File: src/hw/rtl/i2cee_pkg.sv
// ============================================================================
// i2cee_pkg
// Types and constants shared by the EEPROM byte-access I2C master.
// ============================================================================
package i2cee_pkg;

    // Command codes carried in s_tuser
    localparam logic [1:0] CMD_TICK  = 2'd0;
    localparam logic [1:0] CMD_WRITE = 2'd1;
    localparam logic [1:0] CMD_READ  = 2'd2;
    localparam logic [1:0] CMD_SPARE = 2'd3;   // not decoded: plain tick

    // Configuration register indexes
    localparam logic [1:0] REG_SLAVE_ADDR         = 2'd0;
    localparam logic [1:0] REG_PHASE_TICKS        = 2'd1;
    localparam logic [1:0] REG_PROGRAM_WAIT_TICKS = 2'd2;

    localparam logic [6:0]  SLAVE_ADDR_RESET         = 7'd80;
    localparam logic [15:0] PHASE_TICKS_RESET        = 16'd50;
    localparam logic [23:0] PROGRAM_WAIT_TICKS_RESET = 24'd25000;

    localparam int unsigned BITS_PER_BYTE = 8;

    typedef enum logic [3:0] {
        SEG_IDLE   = 4'd0,
        SEG_START  = 4'd1,
        SEG_DEVW   = 4'd2,
        SEG_AHI    = 4'd3,
        SEG_ALO    = 4'd4,
        SEG_DATA   = 4'd5,
        SEG_RSTART = 4'd6,
        SEG_DEVR   = 4'd7,
        SEG_READ   = 4'd8,
        SEG_STOP   = 4'd9,
        SEG_WAIT   = 4'd10
    } seg_t;

    typedef struct packed {
        seg_t        seg;
        logic        half;          // SCL-high half of a bit slot
        logic [23:0] timer;
        logic [3:0]  bit_count;
        logic [7:0]  shift_byte;
        logic [15:0] lat_addr;
        logic [7:0]  lat_data;
        logic        is_read;
        logic        ack_missing;
        logic [7:0]  result_byte;
    } state_t;

    typedef struct packed {
        logic [23:0] program_wait_ticks;
        logic [15:0] phase_ticks;
        logic [6:0]  slave_addr;
    } cfg_t;

    typedef struct packed {
        logic       nack_flag;
        logic [7:0] read_data;
        logic       done_res;
        logic       busy_res;
        logic       sda_drive_low;
        logic       scl;
    } result_t;

endpackage

File: src/hw/rtl/i2cee_step.sv
// ============================================================================
// i2cee_step
// One tick of the I2C sequencer: next state and pin levels for one word.
// ============================================================================
module i2cee_step (
    input  i2cee_pkg::state_t  cur,
    input  i2cee_pkg::cfg_t    cfg,
    input  logic [1:0]         cmd,
    input  logic [15:0]        byte_addr,
    input  logic [7:0]         write_data,
    input  logic               sda_in,
    output i2cee_pkg::state_t  nxt,
    output i2cee_pkg::result_t res
);

    function automatic i2cee_pkg::state_t enter_seg(
        input i2cee_pkg::seg_t   seg,
        input i2cee_pkg::state_t st,
        input logic [6:0]        dev
    );
        i2cee_pkg::state_t s;
        s           = st;
        s.seg       = seg;
        s.half      = 1'b0;
        s.bit_count = 4'd0;
        s.timer     = 24'd0;
        case (seg)
            i2cee_pkg::SEG_DEVW: s.shift_byte = {dev, 1'b0};
            i2cee_pkg::SEG_AHI:  s.shift_byte = st.lat_addr[15:8];
            i2cee_pkg::SEG_ALO:  s.shift_byte = st.lat_addr[7:0];
            i2cee_pkg::SEG_DATA: s.shift_byte = st.lat_data;
            i2cee_pkg::SEG_DEVR: s.shift_byte = {dev, 1'b1};
            i2cee_pkg::SEG_READ: s.shift_byte = 8'd0;
            default:             s.shift_byte = st.shift_byte;
        endcase
        return s;
    endfunction

    logic [15:0] plen;
    logic [24:0] timer_inc;
    logic        phase_over;
    logic        wait_over;
    logic        done;
    logic [7:0]  shifted;
    logic        cur_byte_seg;
    logic        nxt_byte_seg;

    assign plen       = (cfg.phase_ticks == 16'd0) ? 16'd1 : cfg.phase_ticks;
    assign timer_inc  = {1'b0, cur.timer} + 25'd1;
    assign phase_over = timer_inc >= {9'd0, plen};
    assign wait_over  = timer_inc >= {1'b0, cfg.program_wait_ticks};
    assign shifted    = {cur.shift_byte[6:0], sda_in};
    assign cur_byte_seg = cur.seg inside {i2cee_pkg::SEG_DEVW, i2cee_pkg::SEG_AHI,
                                          i2cee_pkg::SEG_ALO, i2cee_pkg::SEG_DATA,
                                          i2cee_pkg::SEG_DEVR, i2cee_pkg::SEG_READ};

    always_comb begin
        nxt  = cur;
        done = 1'b0;
        case (cur.seg)
            i2cee_pkg::SEG_IDLE: begin
                if (cmd == i2cee_pkg::CMD_WRITE || cmd == i2cee_pkg::CMD_READ) begin
                    nxt.lat_addr    = byte_addr;
                    nxt.lat_data    = write_data;
                    nxt.is_read     = (cmd == i2cee_pkg::CMD_READ);
                    nxt.ack_missing = 1'b0;
                    nxt = enter_seg(i2cee_pkg::SEG_START, nxt, cfg.slave_addr);
                end
            end
            i2cee_pkg::SEG_WAIT: begin
                if (wait_over) begin
                    nxt  = enter_seg(i2cee_pkg::SEG_IDLE, cur, cfg.slave_addr);
                    done = 1'b1;
                end else begin
                    nxt.timer = timer_inc[23:0];
                end
            end
            default: begin
                if (!phase_over) begin
                    nxt.timer = timer_inc[23:0];
                end else begin
                    nxt.timer = 24'd0;
                    if (cur.seg == i2cee_pkg::SEG_START) begin
                        if (cur.bit_count == 4'd0) begin
                            nxt.bit_count = 4'd1;
                        end else begin
                            nxt = enter_seg(i2cee_pkg::SEG_DEVW, cur, cfg.slave_addr);
                        end
                    end else if (cur.seg == i2cee_pkg::SEG_RSTART) begin
                        if (cur.bit_count < 4'd2) begin
                            nxt.bit_count = cur.bit_count + 4'd1;
                        end else begin
                            nxt = enter_seg(i2cee_pkg::SEG_DEVR, cur, cfg.slave_addr);
                        end
                    end else if (cur.seg == i2cee_pkg::SEG_STOP) begin
                        if (cur.bit_count < 4'd2) begin
                            nxt.bit_count = cur.bit_count + 4'd1;
                        end else if (cur.is_read || cfg.program_wait_ticks == 24'd0) begin
                            nxt  = enter_seg(i2cee_pkg::SEG_IDLE, cur, cfg.slave_addr);
                            done = 1'b1;
                        end else begin
                            nxt = enter_seg(i2cee_pkg::SEG_WAIT, cur, cfg.slave_addr);
                        end
                    end else if (!cur_byte_seg) begin
                        // unused segment codes fall back to idle
                        nxt = enter_seg(i2cee_pkg::SEG_IDLE, cur, cfg.slave_addr);
                    end else if (!cur.half) begin
                        nxt.half = 1'b1;
                    end else begin
                        // end of SCL high: sample ACK or data bit
                        if (cur.bit_count >= 4'd8) begin
                            if (cur.seg != i2cee_pkg::SEG_READ && sda_in) begin
                                nxt.ack_missing = 1'b1;
                            end
                        end else if (cur.seg == i2cee_pkg::SEG_READ) begin
                            nxt.shift_byte = shifted;
                            if (cur.bit_count == 4'd7) begin
                                nxt.result_byte = shifted;
                            end
                        end
                        nxt.bit_count = cur.bit_count + 4'd1;
                        nxt.half      = 1'b0;
                        if (cur.bit_count >= 4'd8) begin
                            case (cur.seg)
                                i2cee_pkg::SEG_DEVW:
                                    nxt = enter_seg(i2cee_pkg::SEG_AHI, nxt,
                                                    cfg.slave_addr);
                                i2cee_pkg::SEG_AHI:
                                    nxt = enter_seg(i2cee_pkg::SEG_ALO, nxt,
                                                    cfg.slave_addr);
                                i2cee_pkg::SEG_ALO:
                                    nxt = enter_seg(cur.is_read ? i2cee_pkg::SEG_RSTART
                                                                : i2cee_pkg::SEG_DATA,
                                                    nxt, cfg.slave_addr);
                                i2cee_pkg::SEG_DEVR:
                                    nxt = enter_seg(i2cee_pkg::SEG_READ, nxt,
                                                    cfg.slave_addr);
                                default:
                                    nxt = enter_seg(i2cee_pkg::SEG_STOP, nxt,
                                                    cfg.slave_addr);
                            endcase
                        end
                    end
                end
            end
        endcase
    end

    assign nxt_byte_seg = nxt.seg inside {i2cee_pkg::SEG_DEVW, i2cee_pkg::SEG_AHI,
                                          i2cee_pkg::SEG_ALO, i2cee_pkg::SEG_DATA,
                                          i2cee_pkg::SEG_DEVR, i2cee_pkg::SEG_READ};

    // Pin levels follow the state after this tick
    always_comb begin
        res.scl           = 1'b1;
        res.sda_drive_low = 1'b0;
        case (nxt.seg)
            i2cee_pkg::SEG_START: begin
                res.sda_drive_low = (nxt.bit_count == 4'd1);
            end
            i2cee_pkg::SEG_RSTART: begin
                res.scl           = (nxt.bit_count >= 4'd1);
                res.sda_drive_low = (nxt.bit_count == 4'd2);
            end
            i2cee_pkg::SEG_STOP: begin
                res.scl           = (nxt.bit_count >= 4'd1);
                res.sda_drive_low = (nxt.bit_count <= 4'd1);
            end
            default: begin
                if (nxt_byte_seg) begin
                    res.scl = nxt.half;
                    if (nxt.seg != i2cee_pkg::SEG_READ && nxt.bit_count < 4'd8) begin
                        res.sda_drive_low = ~nxt.shift_byte[3'd7 - nxt.bit_count[2:0]];
                    end
                end
            end
        endcase
        res.busy_res  = (nxt.seg != i2cee_pkg::SEG_IDLE);
        res.done_res  = done;
        res.read_data = nxt.result_byte;
        res.nack_flag = nxt.ack_missing;
    end

endmodule

File: src/hw/rtl/i2c_eeprom_byte_access_master.sv
// ============================================================================
// i2c_eeprom_byte_access_master
// Tick-driven I2C master for byte writes and random reads of a 16-bit EEPROM.
// ============================================================================
// Every input word is one timer tick and may carry a command in s_tuser; the block
// takes one word per clock while s_tready is high (result register empty or being
// taken) and returns exactly one result word per input word through a registered
// output stage. The single sequencer state register advances once per accepted
// word. Configuration is written through cfg_we/cfg_index/cfg_wdata while idle;
// the user must keep to this, as the block itself does not enforce it.
module i2c_eeprom_byte_access_master (
    input  logic        aclk,
    input  logic        aresetn,
    // configuration
    input  logic        cfg_we,
    input  logic [1:0]  cfg_index,
    input  logic [23:0] cfg_wdata,
    // input words
    input  logic        s_tvalid,
    output logic        s_tready,
    input  logic [31:0] s_tdata,   // byte_addr[15:0], write_data[23:16], sda_in[24]
    input  logic [1:0]  s_tuser,   // cmd[1:0]
    // result words
    output logic        m_tvalid,
    input  logic        m_tready,
    output logic [15:0] m_tdata    // scl[0], sda_drive_low[1], busy_res[2],
                                   // done_res[3], read_data[11:4], nack_flag[12]
);

    i2cee_pkg::cfg_t    cfg_reg;
    i2cee_pkg::state_t  state_reg;
    i2cee_pkg::state_t  state_next;
    i2cee_pkg::result_t res_next;
    i2cee_pkg::result_t res_reg;
    logic               m_tvalid_reg;
    logic               s_accept;

    assign s_tready = !m_tvalid_reg || m_tready;
    assign s_accept = s_tvalid && s_tready;

    always_ff @(posedge aclk) begin
        if (!aresetn) begin
            cfg_reg.slave_addr         <= i2cee_pkg::SLAVE_ADDR_RESET;
            cfg_reg.phase_ticks        <= i2cee_pkg::PHASE_TICKS_RESET;
            cfg_reg.program_wait_ticks <= i2cee_pkg::PROGRAM_WAIT_TICKS_RESET;
        end else if (cfg_we) begin
            case (cfg_index)
                i2cee_pkg::REG_SLAVE_ADDR:         cfg_reg.slave_addr <= cfg_wdata[6:0];
                i2cee_pkg::REG_PHASE_TICKS:        cfg_reg.phase_ticks <= cfg_wdata[15:0];
                i2cee_pkg::REG_PROGRAM_WAIT_TICKS: cfg_reg.program_wait_ticks <= cfg_wdata;
                default: ;
            endcase
        end
    end

    i2cee_step u_step (
        .cur         (state_reg),
        .cfg         (cfg_reg),
        .cmd         (s_tuser),
        .byte_addr   (s_tdata[15:0]),
        .write_data  (s_tdata[23:16]),
        .sda_in      (s_tdata[24]),
        .nxt         (state_next),
        .res         (res_next)
    );

    always_ff @(posedge aclk) begin
        if (!aresetn) begin
            state_reg    <= '0;
            m_tvalid_reg <= 1'b0;
            res_reg      <= '0;
        end else begin
            if (s_accept) begin
                state_reg <= state_next;
                // result payload: hold until taken
                res_reg   <= res_next;
            end
            if (s_accept) begin
                m_tvalid_reg <= 1'b1;
            end else if (m_tready) begin
                m_tvalid_reg <= 1'b0;
            end
        end
    end

    assign m_tvalid = m_tvalid_reg;
    assign m_tdata  = {3'd0, res_reg};

    // ------------------------------------------------------------------
    a_bit_count_range: assert property (@(posedge aclk) disable iff (!aresetn)
        state_reg.bit_count <= 4'd9)
        else $error("bit counter out of range");

    a_done_not_busy: assert property (@(posedge aclk) disable iff (!aresetn)
        m_tvalid_reg |-> !(res_reg.done_res && res_reg.busy_res))
        else $error("done reported while busy");

    a_idle_lines: assert property (@(posedge aclk) disable iff (!aresetn)
        (m_tvalid_reg && !res_reg.busy_res) |-> (res_reg.scl && !res_reg.sda_drive_low))
        else $error("bus not released while idle");

    a_cmd_starts: assert property (@(posedge aclk) disable iff (!aresetn)
        (s_accept && state_reg.seg == i2cee_pkg::SEG_IDLE &&
         (s_tuser == i2cee_pkg::CMD_WRITE || s_tuser == i2cee_pkg::CMD_READ))
        |=> (m_tvalid_reg && res_reg.busy_res && !res_reg.nack_flag))
        else $error("command did not start a transfer");

endmodule

File: config.mk
export PLATFORM = sky130hd
export DESIGN_NAME = i2c_eeprom_byte_access_master
export DESIGN_NICKNAME = d
export VERILOG_FILES = /design/src/hw/rtl/i2cee_pkg.sv /design/src/hw/rtl/i2cee_step.sv /design/src/hw/rtl/i2c_eeprom_byte_access_master.sv
export SDC_FILE = /design/constraint.sdc
export NUM_CORES = 1
export LEC_CHECK = 0
export ABC_AREA = 0
export ABC_CLOCK_PERIOD_IN_PS = 5000
export BUFFER_PORTS_ARGS = -buffer_cell sky130_fd_sc_hd__buf_2
export CORE_MARGIN = 5
export CORE_UTILIZATION = 48
export DETAILED_ROUTE_END_ITERATION = 10
export HOLD_SLACK_MARGIN = 0.12
export PLACE_DENSITY = 0.72
export SKIP_LAST_GASP = 1
export SLEW_MARGIN = 5
export SYNTH_ARGS = -nofsm -noshare
export SYNTH_HDL_FRONTEND = slang
export SYNTH_HIERARCHICAL = 1
export SYNTH_SLANG_ARGS = --single-unit
File: constraint.sdc
create_clock -name aclk -period 5 [get_ports aclk]
set_clock_uncertainty 0.15 [all_clocks]
set_input_delay 0.5 -clock aclk [delete_from_list [all_inputs] [get_ports aclk]]
set_output_delay 0.5 -clock aclk [all_outputs]
set_load 0.1 [all_outputs]
# ---- Yosys cells after proc, flatten, opt, wreduce, memory -nomap -nowiden
# Cells that the tools add are included.
# W data, S select, Z words.
dict set report op_classes {
  add_sub_neg 3
  bitwise_logic 6
  eq_ne 38
  n_reduce_logical 27
  magnitude_cmp 8
  mux 53
}
# operator n
set op_table {}
lappend op_table {{$mux W75} 7}
lappend op_table {{$pmux W75 S4} 1}
lappend op_table {{$pmux W75 S2} 1}
lappend op_table {{$mux W42} 3}
lappend op_table {{$mux W46} 2}
lappend op_table {{$mux W29} 3}
lappend op_table {{$mux W70} 1}
lappend op_table {{$eq A4 B3 Y1 const B} 12}
lappend op_table {{$mux W24} 2}
lappend op_table {{$pmux W8 S6} 1}
lappend op_table {{$mux W8} 5}
lappend op_table {{$eq A4 B2 Y1 const B} 7}
lappend op_table {{$add A24 B1 Y25 const B} 1}
lappend op_table {{$ge A25 B16 Y1} 1}
lappend op_table {{$ge A25 B24 Y1} 1}
lappend op_table {{$eq A4 B4 Y1 const B} 6}
lappend op_table {{$logic_not A24 Y1} 1}
lappend op_table {{$reduce_and A9 Y1} 2}
lappend op_table {{$logic_not A16 Y1} 1}
lappend op_table {{$mux W16} 1}
lappend op_table {{$mux W1} 15}
lappend op_table {{$eq A4 B1 Y1 const B} 3}
lappend op_table {{$mux W4} 3}
lappend op_table {{$reduce_bool A6 Y1} 2}
lappend op_table {{29 further kinds} 53}
dict set report word_totals {
  output_inout_bits 18
  reg_bits 127
  word_cells 153
  in_bits 65
}

# ---- Logic depth before layout (Yosys ltp)
dict set report depth {
  ltp_word 20
  depth_mapped 20
  ltp_nobuf 19
}

# ---- Cells and area by module
# The synthesis kept the hierarchy.
# mod area_each_um2 seq_area_each_um2 instances cells_per_inst
set by_module_without_submodules {}
lappend by_module_without_submodules {i2c_eeprom_byte_access_master 5167.5 2722.6 1 575}
lappend by_module_without_submodules {i2cee_step 3958.8 0.0 1 568}

# ---- Worst setup path before layout
# OpenSTA, ideal clock, no wires.
dict set report synth_timing {
  path_type {register to register}
  start {register state_reg[46] in the netlist's numbering}
  end {register res_reg, in the netlist m_tdata[1]}
  path_buffers 0
  setup_ps 72
  period_less_slack_ps 4925
  t_required_ps 4778
  path_stages_with_launch 19
  arrival_time_ps 4703
  path_slack_ps 75
  cell_sequence {dfxtp_1 -> ha_1 -> nand3_2 -> nor4_4 -> nand3_1 -> xnor2_1 -> ha_1 -> a21oi_1 -> o21ai_0 -> nand2b_1 -> nor3b_1 -> nor4b_1 -> o31ai_1 -> mux2i_2 -> mux4_2 -> or3b_1 -> o311ai_1 -> nand2_1 -> mux2i_1}
}
# item line
set synth_lines {}
lappend synth_lines {{from (decl)} i2c_eeprom_byte_access_master.sv:31} ;# i2cee_pkg::state_t state_reg;
lappend synth_lines {{from (signal assigned)} i2c_eeprom_byte_access_master.sv:74} ;# state_reg <= state_next;
lappend synth_lines {{to (signal assigned)} i2c_eeprom_byte_access_master.sv:76} ;# res_reg <= res_next;
lappend synth_lines {{to (decl)} i2c_eeprom_byte_access_master.sv:34} ;# i2cee_pkg::result_t res_reg;

==> metrics.md <==
| Metric | Value |
|---|---|
| Failing checks | setup timing |
| Top_reg_cell synth | dfxtp_1 |
| RSZ-0062 raised after global routing | true |
| CP Cell Sequence | buf_6 > nand4_1 > buf_4 > nor2_2 > nand2_2 > xnor2_2 > buf_4 > ha_1 > nand4_1 > nor4_2 > a21boi_0 > nand4b_1 > or4_4 > o21ai_4 > buf_6 > nor2_4 > o22a_1 > mux4_2 > or3b_4 > o311ai_2 > nand2_1 > mux2i_1 |
| Fin crit period | 5.14 ns |
| Synth cell types | 80 |
| Yosys top cell area share | 29.8% |
| Syn Inst Count | 1,143 |
| Die Width | roughly 150 um |
| Final Power | 2.77 mW |
| CTS Buf Count | 17 |
| Worst Hold Class | in2reg |
| Ant. Diodes | 0 |
| Non-Filler Instances | 1,485 |
| Share of cells above drive strength 1 | 21.6% |
| Worst slew pin tran | 1.03 ns |
| CTS Root Cell | clkbuf_16 |
| Worst Path Arrival | 5.35 ns |
| Post-route clock period utilization | 103% |
| Fin worst setup slack | -0.145 ns |
| Setup WS pre-CTS | -0.148 ns |
| Core area | 18,700 sq um |
| Fin area | 10,900 sq um |
| Count leader, synth | nand2_1 |
| DP Wirelength | between 15 and 20 mm |
| Final hold vios | 0 |
| Top cells by area, synth | dfxtp_1 (30%), mux2i_1 (12%), nand2_1 (11%) |
| Worst-Skew Late Latency | 0.42 ns |
| CP top delay family | simple AND/OR/NAND/NOR gates |
| Initial core utilization | around half |
| Crit Path Class | reg2reg |
| First-pass GRT wire length | about 40 mm |
| Die H | 148 um |
| ANT nets after route | 0 |
| FP Rows | 50 |
| Antenna violations before repair | 0 |
| Sequential area share after synthesis | 29.8% |
| Port Buffers | 72 |
| Setup Viol. Count Final | 1 |
| Final core occ | 58.0% |
| Post-CTS Hold Fix Bufs | 0 |
| Max-Cap Viols | 0 |
| Cell taking the most area after synthesis | dfxtp_1 |
| Placed instance area | 9990 sq um |
| Total grt overflow | 0 |
| EDFF count, synth | 0 |
| Wire length per cell | between 15 and 20 um |
| Max H-tree Level | 4 |
| Post-Route WL | 24.7 mm |
| Vias in the first global route | approximately 8,000 |
| Ys Warns | 6 |
| Vias per cell | 5.80 |
| Pin count of the biggest net entering global routing | 133 |
| P&R area growth vs syn | 18.9% |
| All-layer global routing usage | 22.1% |
| Worst path bufs/invs | 4 |
| Peak VDD IR | 0.230 mV |
| Syn Area/Cell | ~8.0 sq um |
| Max-Slew Margin vs Limit | 31.4% |
| Global placement routability congestion | 0.924 |
| Initial DRC count | 790 |
| CP Max Fanout | 4 |
| #FFs+latches synth | 136 |
| Max Freq | 194 MHz |
| Crit. End Element | flop |
| Crit-path max cell delay | 0.63 ns |
| Via count | 8,616 |
| Clock Path Buffers | 2 |
| Crit path launch type | flop |
| Cell leakage power | 4.65 nW |
| CTS Sinks | 136 |
| PwrDens | about 250 nW/um^2 |
| Synth async-reset ratio | 0% |
| Slowest-stage cell, CP | or4_4 |
| First-pass DRT Iterations | 5 |
| CTS clk-pin slew, worst paths | 0.06 ns |
| Synth Cell Area | 9130 sq um |
| Placed Cells | 1,445 |
| Boundary pin count | 83 |
| Critical Path RT | 5.20 ns |
| DRC Markers | 0 |
| Max Slew Vio Count | 0 |
| Most frequent cells after synthesis | nand2_1 (263), dfxtp_1 (136), mux2i_1 (113) |
| Nets | between 1,000 and 1,500 |
| Status | complete, but fails checks |
| CTS tree | done |
| Max reg flops | 75 |
| Die Area | between 20,000 and 25,000 sq um |
power by group:
part	total (mW)	switching, mW	internal (mW)	leakage [nW]
logic	0.362	0.220	0.141	3.27
registers	1.14	0.0258	1.11	1.10
clock network	1.27	0.515	0.751	0.281
per-stage QoR:
step | hold slack (ns) | setup TNS (ns)
after global placement | 0.290 | -0.102
after floorplan | 0.282 | 0
after global routing | 0.168 | -0.320
after CTS | 0.147 | 0
after detailed placement | 0.293 | -0.157
final | 0.156 | -0.145
worst min-delay path: stages:
cell and delay [ns]:
buf_2 0.09, mux2i_1 0.06, nand2_1 0.05
path summary, 6_finish.rpt:
path / start / endpoint / slack [ns] / cells past startpoint
max: state_reg[46] / m_tdata[1] / -0.14 / 22
min: cfg_wdata[14] / cfg_reg[37] / 0.16 / 3
max reg2reg: state_reg[46] / m_tdata[1] / -0.14 / 22
min reg2reg: m_tdata[12] / m_tdata[12] / 0.30 / 2
cells in the final DEF (no fill, tap or decap), drive strengths merged, types with 8 or more instances in the layout:
cell / synthesis / final
xnor2: 13 / 13
nor3: 11 / 11
nand4: 15 / 15
o21ai: 64 / 64
mux2: 32 / 32
xor2: 13 / 13
nand2: 264 / 264
ha: 44 / 44
inv: 54 / 59
nor2: 32 / 32
a22o: 28 / 28
nand2b: 11 / 11
clkbuf: 42 / 18
buf: 41 / 158
mux2i: 114 / 114
nor4: 16 / 16
nor2b: 8 / 8
dfxtp: 136 / 136
nand3: 57 / 57
a21oi: 30 / 30
routing by layer:
metal / wire length, um / track usage, % / vias to the layer above
met4: 407 / 6.00 / 0
met1: 11400 / 30.5 / 4048
met3: 1650 / 4.05 / 44
met5: 0 / 0 / -
met2: 11300 / 35.6 / 301
li1: - / - / 4223
logic make-up after synthesis:
logic type	after synthesis	share of synthesized area (%)
buffers and inverters	137	6.73
AOI/OAI and AO/OA	197	14.6
xor gates and xnor gates	26	2.58
other	1	0.0411
and+or+nand+nor	455	23.5
muxes	147	16.7
DFF	136	29.8
adders and majority gates	44	6.03
timing repair:
action,in CTS,in global routing
resized for setup,9,34
endpoints found under the hold margin,0,0
setup endpoints to repair,2,2
pin swaps,7,19
buffers inserted,2,7
final cells by class:
type,instances,area (sq um)
sequential,136,2730
tap,234,293
clock buffer,18,439
inverter,54,203
multi-input combinational,872,6010
timing repair buffer,158,1040
fill,1607,7850
clock inverter,13,144
No activity file was read; power rests on OpenSTA's default activity.
